==> config.mk <==
export PLATFORM = sky130hd
export DESIGN_NAME = text_console_cell_writer
export DESIGN_NICKNAME = d
export VERILOG_FILES = /design/src/tccw_pkg.sv /design/src/tccw_front.sv /design/src/tccw_fifo.sv /design/src/tccw_back.sv /design/src/text_console_cell_writer.sv
export VERILOG_INCLUDE_DIRS = /design/src /design/src/src
export SDC_FILE = /design/constraint.sdc
export NUM_CORES = 1
export LEC_CHECK = 0
export BUFFER_PORTS_ARGS = -buffer_cell sky130_fd_sc_hd__buf_2
export CORE_MARGIN = 8
export CORE_UTILIZATION = 55
export CTS_BUF_LIST = sky130_fd_sc_hd__clkbuf_8
export CTS_CLUSTER_SIZE = 10
export DETAILED_ROUTE_END_ITERATION = 8
export GPL_TIMING_DRIVEN = 0
export HOLD_SLACK_MARGIN = 0.05
export PLACE_DENSITY = 0.79
export SYNTH_ARGS = -nofsm -noshare
export SYNTH_HDL_FRONTEND = slang
export SYNTH_HIERARCHICAL = 1
export SYNTH_SLANG_ARGS = --single-unit
==> constraint.sdc <==
create_clock -name clk -period 4.85 [get_ports clk]
set_input_delay 0.2425 -clock clk [delete_from_list [all_inputs] [get_ports clk]]
set_output_delay 0.2425 -clock clk [all_outputs]
set_load 0.1 [all_outputs]
==> src/text_console_cell_writer_macros.svh <==
// ----------------------------------------------------------------------------
// Assertion macros for the text console cell writer.
// Each check is compiled only for simulation; synthesis sees an empty body.
// ----------------------------------------------------------------------------
`ifndef TEXT_CONSOLE_CELL_WRITER_MACROS_SVH
`define TEXT_CONSOLE_CELL_WRITER_MACROS_SVH

`ifndef SYNTHESIS
// Same-cycle implication check.
`define TCCW_ASSERT_IMPL(lbl, clk, rst_n, ante, cons) \
  lbl: assert property (@(posedge clk) disable iff (!rst_n) (ante) |-> (cons)) \
    else $error("tccw check failed");
// Next-cycle implication check.
`define TCCW_ASSERT_NEXT(lbl, clk, rst_n, ante, cons) \
  lbl: assert property (@(posedge clk) disable iff (!rst_n) (ante) |=> (cons)) \
    else $error("tccw check failed");
`else
`define TCCW_ASSERT_IMPL(lbl, clk, rst_n, ante, cons)
`define TCCW_ASSERT_NEXT(lbl, clk, rst_n, ante, cons)
`endif

`endif

==> src/tccw_pkg.sv <==
`timescale 1ns / 1ps
// ----------------------------------------------------------------------------
// tccw_pkg
// Shared types and constants of the text console cell writer.
// ----------------------------------------------------------------------------
package tccw_pkg;

  // Screen geometry.
  localparam int COLUMNS = 80;
  localparam int ROWS    = 25;

  // Field widths.
  localparam int OP_W    = 2;
  localparam int CHAR_W  = 8;
  localparam int POS_W   = 8;
  localparam int COL_W   = 7;
  localparam int ROW_W   = 5;
  localparam int COLOR_W = 4;
  localparam int ADDR_W  = 11;
  localparam int WORD_W  = 16;
  localparam int PROD_W  = 2 * POS_W;

  // Configuration port.
  localparam int CFG_AW  = 3;
  localparam int CFG_DW  = 32;

  // Reset values.
  localparam logic [ROW_W-1:0]   CURSOR_ROW_RST = ROW_W'(19);
  localparam logic [COLOR_W-1:0] FG_RST         = COLOR_W'(2);
  localparam logic [COLOR_W-1:0] BG_RST         = COLOR_W'(0);

  localparam logic [CHAR_W-1:0] NEWLINE_CODE = CHAR_W'(10);

  // Queue between front and back.
  localparam int Q_DEPTH = 4;
  localparam int Q_PTR_W = $clog2(Q_DEPTH);
  localparam int Q_CNT_W = $clog2(Q_DEPTH + 1);

  // Item operation codes.
  typedef enum logic [OP_W-1:0] {
    OP_PUT    = 2'd0,
    OP_SET    = 2'd1,
    OP_PUT_AT = 2'd2
  } op_t;

  // Register index codes.
  typedef enum logic {
    REG_FG = 1'b0,
    REG_BG = 1'b1
  } reg_idx_t;

  // Classified item handed from front to back.
  typedef struct packed {
    logic              cell_write;
    logic [POS_W-1:0]  col;
    logic [POS_W-1:0]  row;
    logic              debug_valid;
    logic [CHAR_W-1:0] char_code;
    logic              status;
  } cmd_t;

endpackage

==> src/tccw_front.sv <==
`timescale 1ns / 1ps
// ----------------------------------------------------------------------------
// tccw_front
// Accepts items, keeps the cursor and classifies each item into a command.
// ----------------------------------------------------------------------------
module tccw_front import tccw_pkg::*; (
  input  logic              clk,
  input  logic              rst_n,
  input  logic              push_i,
  input  logic              q_full_i,
  input  logic [OP_W-1:0]   op_i,
  input  logic [CHAR_W-1:0] char_code_i,
  input  logic [POS_W-1:0]  pos_x_i,
  input  logic [POS_W-1:0]  pos_y_i,
  output logic              q_push_o,
  output cmd_t              cmd_o
);

  logic [COL_W-1:0] col_r, col_nxt;
  logic [ROW_W-1:0] row_r, row_nxt;
  logic             accept;
  logic             pos_ok;
  logic             is_nl;
  logic [ROW_W-1:0] row_inc;
  logic [COL_W-1:0] col_inc;
  op_t              op;

  assign accept   = push_i && !q_full_i;
  assign q_push_o = accept;
  assign op       = op_t'(op_i);
  assign pos_ok   = (pos_x_i < POS_W'(COLUMNS)) && (pos_y_i < POS_W'(ROWS));
  assign is_nl    = (char_code_i == NEWLINE_CODE);
  assign row_inc  = (row_r == ROW_W'(ROWS - 1)) ? '0 : row_r + 1'b1;
  assign col_inc  = col_r + 1'b1;

  // Classify the item and work out the next cursor.
  always_comb begin
    cmd_o   = '0;
    col_nxt = col_r;
    row_nxt = row_r;
    unique case (op)
      OP_PUT: begin
        cmd_o.debug_valid = 1'b1;
        cmd_o.char_code   = char_code_i;
        if (is_nl) begin
          col_nxt = '0;
          row_nxt = row_inc;
        end else begin
          cmd_o.cell_write = 1'b1;
          cmd_o.col        = POS_W'(col_r);
          cmd_o.row        = POS_W'(row_r);
          if (col_inc >= COL_W'(COLUMNS)) begin
            col_nxt = '0;
            row_nxt = row_inc;
          end else begin
            col_nxt = col_inc;
          end
        end
      end
      OP_SET: begin
        if (pos_ok) begin
          col_nxt = COL_W'(pos_x_i);
          row_nxt = ROW_W'(pos_y_i);
        end else begin
          cmd_o.status = 1'b1;
        end
      end
      OP_PUT_AT: begin
        cmd_o.debug_valid = 1'b1;
        cmd_o.char_code   = char_code_i;
        if (!pos_ok) begin
          cmd_o.status = 1'b1;
        end else if (!is_nl) begin
          cmd_o.cell_write = 1'b1;
          cmd_o.col        = pos_x_i;
          cmd_o.row        = pos_y_i;
        end
      end
      default: begin
        cmd_o = '0;
      end
    endcase
  end

  // Cursor registers move only on an accepted item.
  always_ff @(posedge clk) begin
    if (!rst_n) begin
      col_r <= '0;
      row_r <= CURSOR_ROW_RST;
    end else if (accept) begin
      col_r <= col_nxt;
      row_r <= row_nxt;
    end
  end

endmodule

==> src/tccw_fifo.sv <==
`timescale 1ns / 1ps
// ----------------------------------------------------------------------------
// tccw_fifo
// Short command queue that decouples the front from the back.
// ----------------------------------------------------------------------------
module tccw_fifo import tccw_pkg::*; (
  input  logic clk,
  input  logic rst_n,
  input  logic push_i,
  input  cmd_t data_i,
  output logic full_o,
  input  logic pop_i,
  output cmd_t data_o,
  output logic empty_o
);

  cmd_t               mem_r [Q_DEPTH];
  logic [Q_PTR_W-1:0] wr_ptr_r, rd_ptr_r;
  logic [Q_CNT_W-1:0] cnt_r;
  logic               do_push, do_pop;

  assign full_o  = (cnt_r == Q_CNT_W'(Q_DEPTH));
  assign empty_o = (cnt_r == '0);
  assign do_push = push_i && !full_o;
  assign do_pop  = pop_i && !empty_o;
  assign data_o  = mem_r[rd_ptr_r];

  // Storage needs no reset.
  always_ff @(posedge clk) begin
    if (do_push) begin
      mem_r[wr_ptr_r] <= data_i;
    end
  end

  // Pointers and fill count.
  always_ff @(posedge clk) begin
    if (!rst_n) begin
      wr_ptr_r <= '0;
      rd_ptr_r <= '0;
      cnt_r    <= '0;
    end else begin
      if (do_push) begin
        wr_ptr_r <= (wr_ptr_r == Q_PTR_W'(Q_DEPTH - 1)) ? '0 : wr_ptr_r + 1'b1;
      end
      if (do_pop) begin
        rd_ptr_r <= (rd_ptr_r == Q_PTR_W'(Q_DEPTH - 1)) ? '0 : rd_ptr_r + 1'b1;
      end
      if (do_push && !do_pop) begin
        cnt_r <= cnt_r + 1'b1;
      end else if (do_pop && !do_push) begin
        cnt_r <= cnt_r - 1'b1;
      end
    end
  end

endmodule

==> src/tccw_back.sv <==
`timescale 1ns / 1ps
// ----------------------------------------------------------------------------
// tccw_back
// Turns a queued command into a result item held in the output register.
// ----------------------------------------------------------------------------
module tccw_back import tccw_pkg::*; (
  input  logic               clk,
  input  logic               rst_n,
  input  logic               q_empty_i,
  input  cmd_t               cmd_i,
  output logic               q_pop_o,
  input  logic [COLOR_W-1:0] fg_i,
  input  logic [COLOR_W-1:0] bg_i,
  input  logic               pop_i,
  output logic               empty_o,
  output logic               cell_write_o,
  output logic [ADDR_W-1:0]  cell_address_o,
  output logic [WORD_W-1:0]  cell_word_o,
  output logic               debug_valid_o,
  output logic [CHAR_W-1:0]  debug_char_o,
  output logic               status_o
);

  logic              valid_r;
  logic              take;
  logic [PROD_W-1:0] addr_full;
  logic [WORD_W-1:0] word_nxt;

  assign empty_o = !valid_r;
  // Load a new result when the register is free or being emptied.
  assign take    = !q_empty_i && (!valid_r || pop_i);
  assign q_pop_o = take;

  // Cell index: row times columns plus column, kept to the address width.
  assign addr_full = PROD_W'(cmd_i.row) * PROD_W'(COLUMNS) + PROD_W'(cmd_i.col);
  assign word_nxt  = cmd_i.cell_write ? {bg_i, fg_i, cmd_i.char_code} : '0;

  // Output register holding the oldest result item.
  always_ff @(posedge clk) begin
    if (!rst_n) begin
      valid_r <= 1'b0;
    end else if (take) begin
      valid_r <= 1'b1;
    end else if (pop_i) begin
      valid_r <= 1'b0;
    end
  end

  always_ff @(posedge clk) begin
    if (take) begin
      cell_write_o   <= cmd_i.cell_write;
      cell_address_o <= addr_full[ADDR_W-1:0];
      cell_word_o    <= word_nxt;
      debug_valid_o  <= cmd_i.debug_valid;
      debug_char_o   <= cmd_i.char_code;
      status_o       <= cmd_i.status;
    end
  end

endmodule

==> src/text_console_cell_writer.sv <==
`timescale 1ns / 1ps
// ----------------------------------------------------------------------------
// text_console_cell_writer
// Text console writer: cursor tracking and screen cell write generation.
// ----------------------------------------------------------------------------
// Channel   | Handshake              | Payload
// input     | push / full            | in_op, in_char_code, in_pos_x, in_pos_y
// result    | empty / pop            | out_cell_write .. out_status
// config    | psel, penable, pwrite  | paddr, pwdata, prdata, pready
//
// One item per cycle is sustained while full is low; an item passes through
// the queue, then the output register. The front's registered cursor update
// is the loop that sets the rate. A four-entry queue plus the output register
// absorb result-side stalls; full rises only when both are occupied.
// Reset (rst_n, synchronous) empties the queue and output register, puts the
// cursor at column 0 row 19 and the colors at foreground 2, background 0.
// ----------------------------------------------------------------------------
`include "text_console_cell_writer_macros.svh"

module text_console_cell_writer import tccw_pkg::*; (
  input  logic               clk,
  input  logic               rst_n,
  // Input items
  input  logic               push,
  output logic               full,
  input  logic [OP_W-1:0]    in_op,
  input  logic [CHAR_W-1:0]  in_char_code,
  input  logic [POS_W-1:0]   in_pos_x,
  input  logic [POS_W-1:0]   in_pos_y,
  // Result items
  output logic               empty,
  input  logic               pop,
  output logic               out_cell_write,
  output logic [ADDR_W-1:0]  out_cell_address,
  output logic [WORD_W-1:0]  out_cell_word,
  output logic               out_debug_valid,
  output logic [CHAR_W-1:0]  out_debug_char,
  output logic               out_status,
  // Configuration
  input  logic               psel,
  input  logic               penable,
  input  logic               pwrite,
  input  logic [CFG_AW-1:0]  paddr,
  input  logic [CFG_DW-1:0]  pwdata,
  output logic [CFG_DW-1:0]  prdata,
  output logic               pready
);

  logic [COLOR_W-1:0] fg_r, bg_r;
  logic               cfg_wr;
  reg_idx_t           cfg_idx;
  logic               q_push, q_full, q_pop, q_empty;
  cmd_t               front_cmd, q_cmd;

  // Configuration registers.
  assign pready  = 1'b1;
  assign cfg_wr  = psel && penable && pwrite && pready;
  assign cfg_idx = reg_idx_t'(paddr[2]);

  always_ff @(posedge clk) begin
    if (!rst_n) begin
      fg_r <= FG_RST;
      bg_r <= BG_RST;
    end else if (cfg_wr) begin
      unique case (cfg_idx)
        REG_FG: fg_r <= pwdata[COLOR_W-1:0];
        REG_BG: bg_r <= pwdata[COLOR_W-1:0];
        default: begin
        end
      endcase
    end
  end

  // Register read-back.
  always_comb begin
    unique case (cfg_idx)
      REG_FG:  prdata = CFG_DW'(fg_r);
      REG_BG:  prdata = CFG_DW'(bg_r);
      default: prdata = '0;
    endcase
  end

  assign full = q_full;

  tccw_front u_front (
    .clk         (clk),
    .rst_n       (rst_n),
    .push_i      (push),
    .q_full_i    (q_full),
    .op_i        (in_op),
    .char_code_i (in_char_code),
    .pos_x_i     (in_pos_x),
    .pos_y_i     (in_pos_y),
    .q_push_o    (q_push),
    .cmd_o       (front_cmd)
  );

  tccw_fifo u_fifo (
    .clk     (clk),
    .rst_n   (rst_n),
    .push_i  (q_push),
    .data_i  (front_cmd),
    .full_o  (q_full),
    .pop_i   (q_pop),
    .data_o  (q_cmd),
    .empty_o (q_empty)
  );

  tccw_back u_back (
    .clk            (clk),
    .rst_n          (rst_n),
    .q_empty_i      (q_empty),
    .cmd_i          (q_cmd),
    .q_pop_o        (q_pop),
    .fg_i           (fg_r),
    .bg_i           (bg_r),
    .pop_i          (pop),
    .empty_o        (empty),
    .cell_write_o   (out_cell_write),
    .cell_address_o (out_cell_address),
    .cell_word_o    (out_cell_word),
    .debug_valid_o  (out_debug_valid),
    .debug_char_o   (out_debug_char),
    .status_o       (out_status)
  );

  // A written cell always lies on the screen and is always echoed.
  `TCCW_ASSERT_IMPL(a_cell_on_screen, clk, rst_n, !empty && out_cell_write, out_debug_valid && (out_cell_address < ADDR_W'(COLUMNS * ROWS)))
  // An error result never carries a cell write or an address.
  `TCCW_ASSERT_IMPL(a_status_no_write, clk, rst_n, !empty && out_status, !out_cell_write && (out_cell_address == '0))
  // A foreground write lands in the register on the next cycle.
  `TCCW_ASSERT_NEXT(a_fg_write, clk, rst_n, cfg_wr && (cfg_idx == REG_FG), fg_r == $past(pwdata[COLOR_W-1:0]))

endmodule

After elaboration in Yosys (flattened, before gate mapping)
Memory sizes are Yosys's and may differ from the RTL's. A register that Yosys moved wholly into a read port is not among the register bits.
Cells that the tools add are included.
{ "totals": {"reg_bits": 66, "ram_bits": 108, "inputBits": 68, "output_inout_bits": 73, "word_cells": 87, "mem_count": 1} }
{ "mem_list": {"columns": ["memory", "words", "width", "rd", "rd_clocked_by_memory_dff", "wr", "line", "rtl"], "rows": [
  ["u_fifo.mem_r", 4, 27, 1, 1, 1, "tccw_fifo.sv:17", "cmd_t mem_r [Q_DEPTH];"]
]} }
{ "op_classes": {"add_sub_neg": 7, "mul": 1, "n_lt_le_gt_ge": 3, "eq_ne": 9, "muxes": 26, "bitwise_logic": 1, "n_reduce_logical": 25} }
{ "ops": {"columns": ["cell", "count"], "rows": [
  ["32-bit one-hot mux with 2 select lines", 1],
  ["26-bit one-hot mux with 2 select lines", 1],
  ["17-bit 2-to-1 mux", 3],
  ["7-bit 2-to-1 mux", 3],
  ["5-bit 2-to-1 mux", 4],
  ["7-bit one-hot mux with 2 select lines", 1],
  ["11-bit by 8-bit adder with 11-bit output", 1],
  ["5-bit one-hot mux with 2 select lines", 1],
  ["1-bit logical AND", 9],
  ["8-bit by 4-bit == test with 1-bit output, second input constant", 1],
  ["8-bit by 5-bit < comparator with 1-bit output, second input constant", 1],
  ["8-bit by 7-bit < comparator with 1-bit output, second input constant", 1],
  ["8-bit by 3-bit multiplier with 7-bit output, second input constant", 1],
  ["2-bit 2-to-1 mux", 4],
  ["7-bit by 1-bit adder with 7-bit output, second input constant", 1],
  ["7-bit >= comparator, second input constant", 1],
  ["2-bit == test, second input constant", 3],
  ["1-bit 2-to-1 mux", 6],
  ["3-bit 2-to-1 mux", 2],
  ["2-bit nonzero test", 3],
  ["5-bit by 1-bit adder with 5-bit output, second input constant", 1],
  ["5-bit == test, second input constant", 1],
  ["1-bit logical NOT", 5],
  ["2-bit by 1-bit adder with 2-bit output, second input constant", 2],
  ["14 further kinds", 15]
]} }

Longest topological paths before layout
{ "logic_depth": {"ltp_word": 8, "mapped_depth": 10} }

Cells and area by module
The synthesis kept the hierarchy.
{ "modules_own_cells": {"columns": ["module", "n_inst", "cells_per_inst", "area_each_um2", "seq_area_each_um2"], "rows": [
  ["tccw_fifo", 1, 192, 4424.2, 3423.3],
  ["tccw_back", 1, 95, 1615.3, 1161.1],
  ["tccw_front", 1, 156, 1181.1, 240.2],
  ["text_console_cell_writer", 1, 68, 589.3, 160.2]
]} }

Least setup slack after synthesis
Ideal clock, no wire load.
{ "synth_path": {"kind": "flip-flop to flip-flop", "from": "register u_fifo.cnt_r[0]", "to": "register u_fifo.cnt_r[2]", "arrival_time_ns": 3.768, "setup_slack_ns": 1.006, "stages_incl_launch_ff": 10, "path_buffers": 0, "synth_period_minus_slack_ns": 3.844, "cell_sequence": "dfxtp_1 nor3_1 nor2b_1 o31ai_1 ha_1 inv_1 fa_1 xor2_1 or3_1 a21boi_0"} }
{ "synth_via": {"elab_chain_len": 7} }
{ "synth_lines": {"columns": ["item", "line", "rtl"], "rows": [
  ["start: declaration", "tccw_fifo.sv:19", "logic [Q_CNT_W-1:0] cnt_r;"],
  ["start signal: assignment", "tccw_fifo.sv:49", "cnt_r <= cnt_r + 1'b1;"],
  ["start signal: assignment", "tccw_fifo.sv:51", "cnt_r <= cnt_r - 1'b1;"],
  ["3-bit logical NOT (*)", "tccw_fifo.sv:23", "assign empty_o = (cnt_r == '0);"],
  ["net q_empty", "text_console_cell_writer.sv:52", "logic q_push, q_full, q_pop, q_empty;"],
  ["1-bit logical NOT (*)", "tccw_back.sv:31", "assign take = !q_empty_i && (!valid_r || pop_i);"],
  ["1-bit logical AND (*)", "tccw_back.sv:31", null],
  ["net q_pop", "text_console_cell_writer.sv:52", null],
  ["1-bit logical AND (*)", "tccw_fifo.sv:25", "assign do_pop = pop_i && !empty_o;"],
  ["1-bit logical NOT", "tccw_fifo.sv:48", "if (do_push && !do_pop) begin"],
  ["1-bit logical AND", "tccw_fifo.sv:48", null],
  ["3-bit 2-to-1 mux / 2-bit nonzero test (equally long branches)", null, null]
]} }
The timed path passes the listed nets; every way through them passes the cells marked *. The select of a mux whose other input is x is not followed.
A chain may end at the register's enable or synchronous reset.

==> out/results.ini <==
[status]
status=completed

[timing]
rsz0062_at_grt=no
period_needed_ns=3.060
fin_worst_skew_ns=0.008385
max_slew.worst_pin.slew_ns=1.385
holdWs_ns=0.08867
setup_violations=0
fmax_ghz=0.3268
tns_ns=0
timing.slew.headroom_pct=7.650
finalHoldViolCount=0
period_share_pct=63.09
slew_viol_final=0

[worst_hold_path]
holdPathEnd=u_front/col_r[1]$_SDFFE_PN0P_
hold_start=in_pos_x[1]
worstHoldPathType=input pin to flip-flop
hold_depth=3

[clock_tree]
clkSinkCount=172
cts_buffer_depth=2
ctsResizeCount=0
h-tree-depth=4
root_buffer=clkbuf_8
path_clk_slew_ns=0.08
insertion_delay_ns=0.44
cts_buffers=17
tritoncts=yes

[routing]
num_vias=4492
postRouteAntennaNets=0
drt_iter0_drc=346
dr.pass1.iters=5
viasPerCell=5.406
wl_um=14630
wire_per_inst_um=17.61
drc_errors=0

[die]
initial_core_util_pct=55.83
core_sq_mm=0.01372
top_level_ports=141
die-area_sq_mm=0.01796
dieHeight_um=134.0
die_x_um=134.0
rows=43

[pwr]
p_clk_share_pct=16.8
p_seq_share_pct=35.8
p_leak_nw=3.440
vdd_drop_max_mv=0.2951
p_sw_mw=2.674
p_sw_share_pct=44.70
p_comb_share_pct=47.3
power.density_mw_per_mm2=674.8
p_int_mw=3.309

[global_routing]
grt_start_max_net_pins=32
grt_first_pass_wirelength_um=23160
antenna_found_initial=0
grt_overflow=0
grt_usage_pct=16.72
grt_pass1_vias=4538

[synthesis]
postSynthAreaPerCell_sq_um=15.17
netlist_instances=505
synth_area_sq_mm=0.007660
yosys_warnings=6

[worst_setup_path]
r2r_slack_ns=1.79
critPathLaunchType=flip-flop
path_class=flip-flop to flip-flop
r2r_end=u_back/cell_address_o[9]$_DFFE_PP_
reg2reg_depth=10
path_delay_family=adder cells
cp_slowest_stage_delay_ns=0.46
cp.required_ns=5.04
crit_path_cell_trace=buf_2 -> buf_2 -> mux4_2 -> ha_1 -> ha_1 -> inv_1 -> fa_1 -> nand2b_1 -> o22ai_1 -> xnor2_1
worstPathArrival_ns=3.25
worstPathMaxFanout=10
cp-end-kind=flip-flop
crit_slowest_cell=fa_1
worstPathBufferInverterCount=3

[place]
dp_hpwl_um=10280
io_buffers=81
gp_congestion=0.8504

[cells_and_area]
final_layout_size_suffix_gt1_share_pct=28.42
fillCellCount=971
synthToLayoutAreaGrowth_pct=15.75
antennaDiodeCount=0
nets=732
multi_input_area_sq_mm=0.002495
regArea_sq_mm=0.004865

[flow_run]
maxCapViolCount=0

==> routing by layer <==
metal	routed length (um)	global-route usage [%]
met5	0	0
met4	235	6.613
met3	957	4.525
met2	7798	29.46
met1	5643	18.90
==> cell usage in the layout, fill, tap and decap left out, drive strengths merged, types with 7 or more instances in the layout <==
cell type,instances
xor2,7
conb,32
edfxtp,142
dfxtp,30
o21ai,17
and2,24
ha,23
xnor2,7
clkbuf,27
mux2i,15
nor2b,17
nor2,7
a21oi,8
inv,22
a22o,12
buf,123
nand3,9
nand2,37
mux4,26
==> worst min-delay path: stages <==
cell     delay (ns)
buf_2          0.10
nand2_1        0.06
a31oi_1        0.08
==> through the flow <==
stage / cells / total power, mW / util [%] / cell area [sq um] / worst slack [ns]
CTS: 831 / 6.035 / 64.61 / 8864 / 1.802
finish: 831 / 5.983 / 64.62 / 8866 / 1.790
detailed placement: 796 / 5.027 / 61.42 / 8427 / 1.813
global route: 831 / 6.250 / 64.62 / 8866 / 1.609
global placement: 795 / 4.939 / 61.22 / 8399 / 0.07075
floorplan: 534 / 4.541 / - / 7769 / 1.006
==> how the worst max path moves through the flow <==
stage	from	endpoint	slack (ns)	cells past startpoint
after floorplan	u_fifo/cnt_r[0]$_SDFFE_PN0P_	u_fifo/cnt_r[2]$_SDFFE_PN0P_	1.01	9
after global placement	u_fifo/cnt_r[0]$_SDFFE_PN0P_	u_fifo/cnt_r[2]$_SDFFE_PN0P_	0.07	9
after detailed placement	flip-flop	u_back/cell_address_o[9]$_DFFE_PP_	1.81	10
after CTS	flip-flop	u_back/cell_address_o[9]$_DFFE_PP_	1.80	10
after global routing	flip-flop	u_back/cell_address_o[9]$_DFFE_PP_	1.61	10
final	flip-flop	u_back/cell_address_o[9]$_DFFE_PP_	1.79	10
==> power by group through the flow <==
stage	logic [mW]	clock network, mW	registers [mW]
global route	2.99	1.08	2.18
CTS	2.85	1.03	2.15
global placement	2.77	0	2.17
detailed placement	2.85	0	2.18
floorplan	1.19	0	3.35
finish	2.83	1.01	2.14
==> final cells by class <==
cell class / instances / share of cell area (%)
inverters: 14 / 0.5927
clock inverters: 15 / 1.948
repair buffers: 85 / 5.137
flip-flops and latches: 172 / 54.87
well taps: 180 / 2.540
clock buffers: 17 / 2.639
plain buffers: 51 / 4.135
multi-input cells: 297 / 28.14
==> flip-flops by register name, summed over array words and instances, names as in the netlist, named ones only <==
register	flops
bg_r	4
fg_r	4
u_back/cell_address_o	11
u_back/cell_word_o	16
u_back/cell_write_o	1
u_back/debug_char_o	8
u_back/debug_valid_o	1
u_back/status_o	1
u_back/valid_r	1
u_fifo/cnt_r	3
u_fifo/mem_r	104
u_fifo/rd_ptr_r	2
u_fifo/wr_ptr_r	2
u_front/col_r	7
u_front/row_r	5
==> timing repair <==
action                                 4_1_cts  5_1_grt
hold buffers                                 3        0
setup buffers                                0        0
endpoints found under the hold margin        6        0
Power figures use the tool's default switching activity.
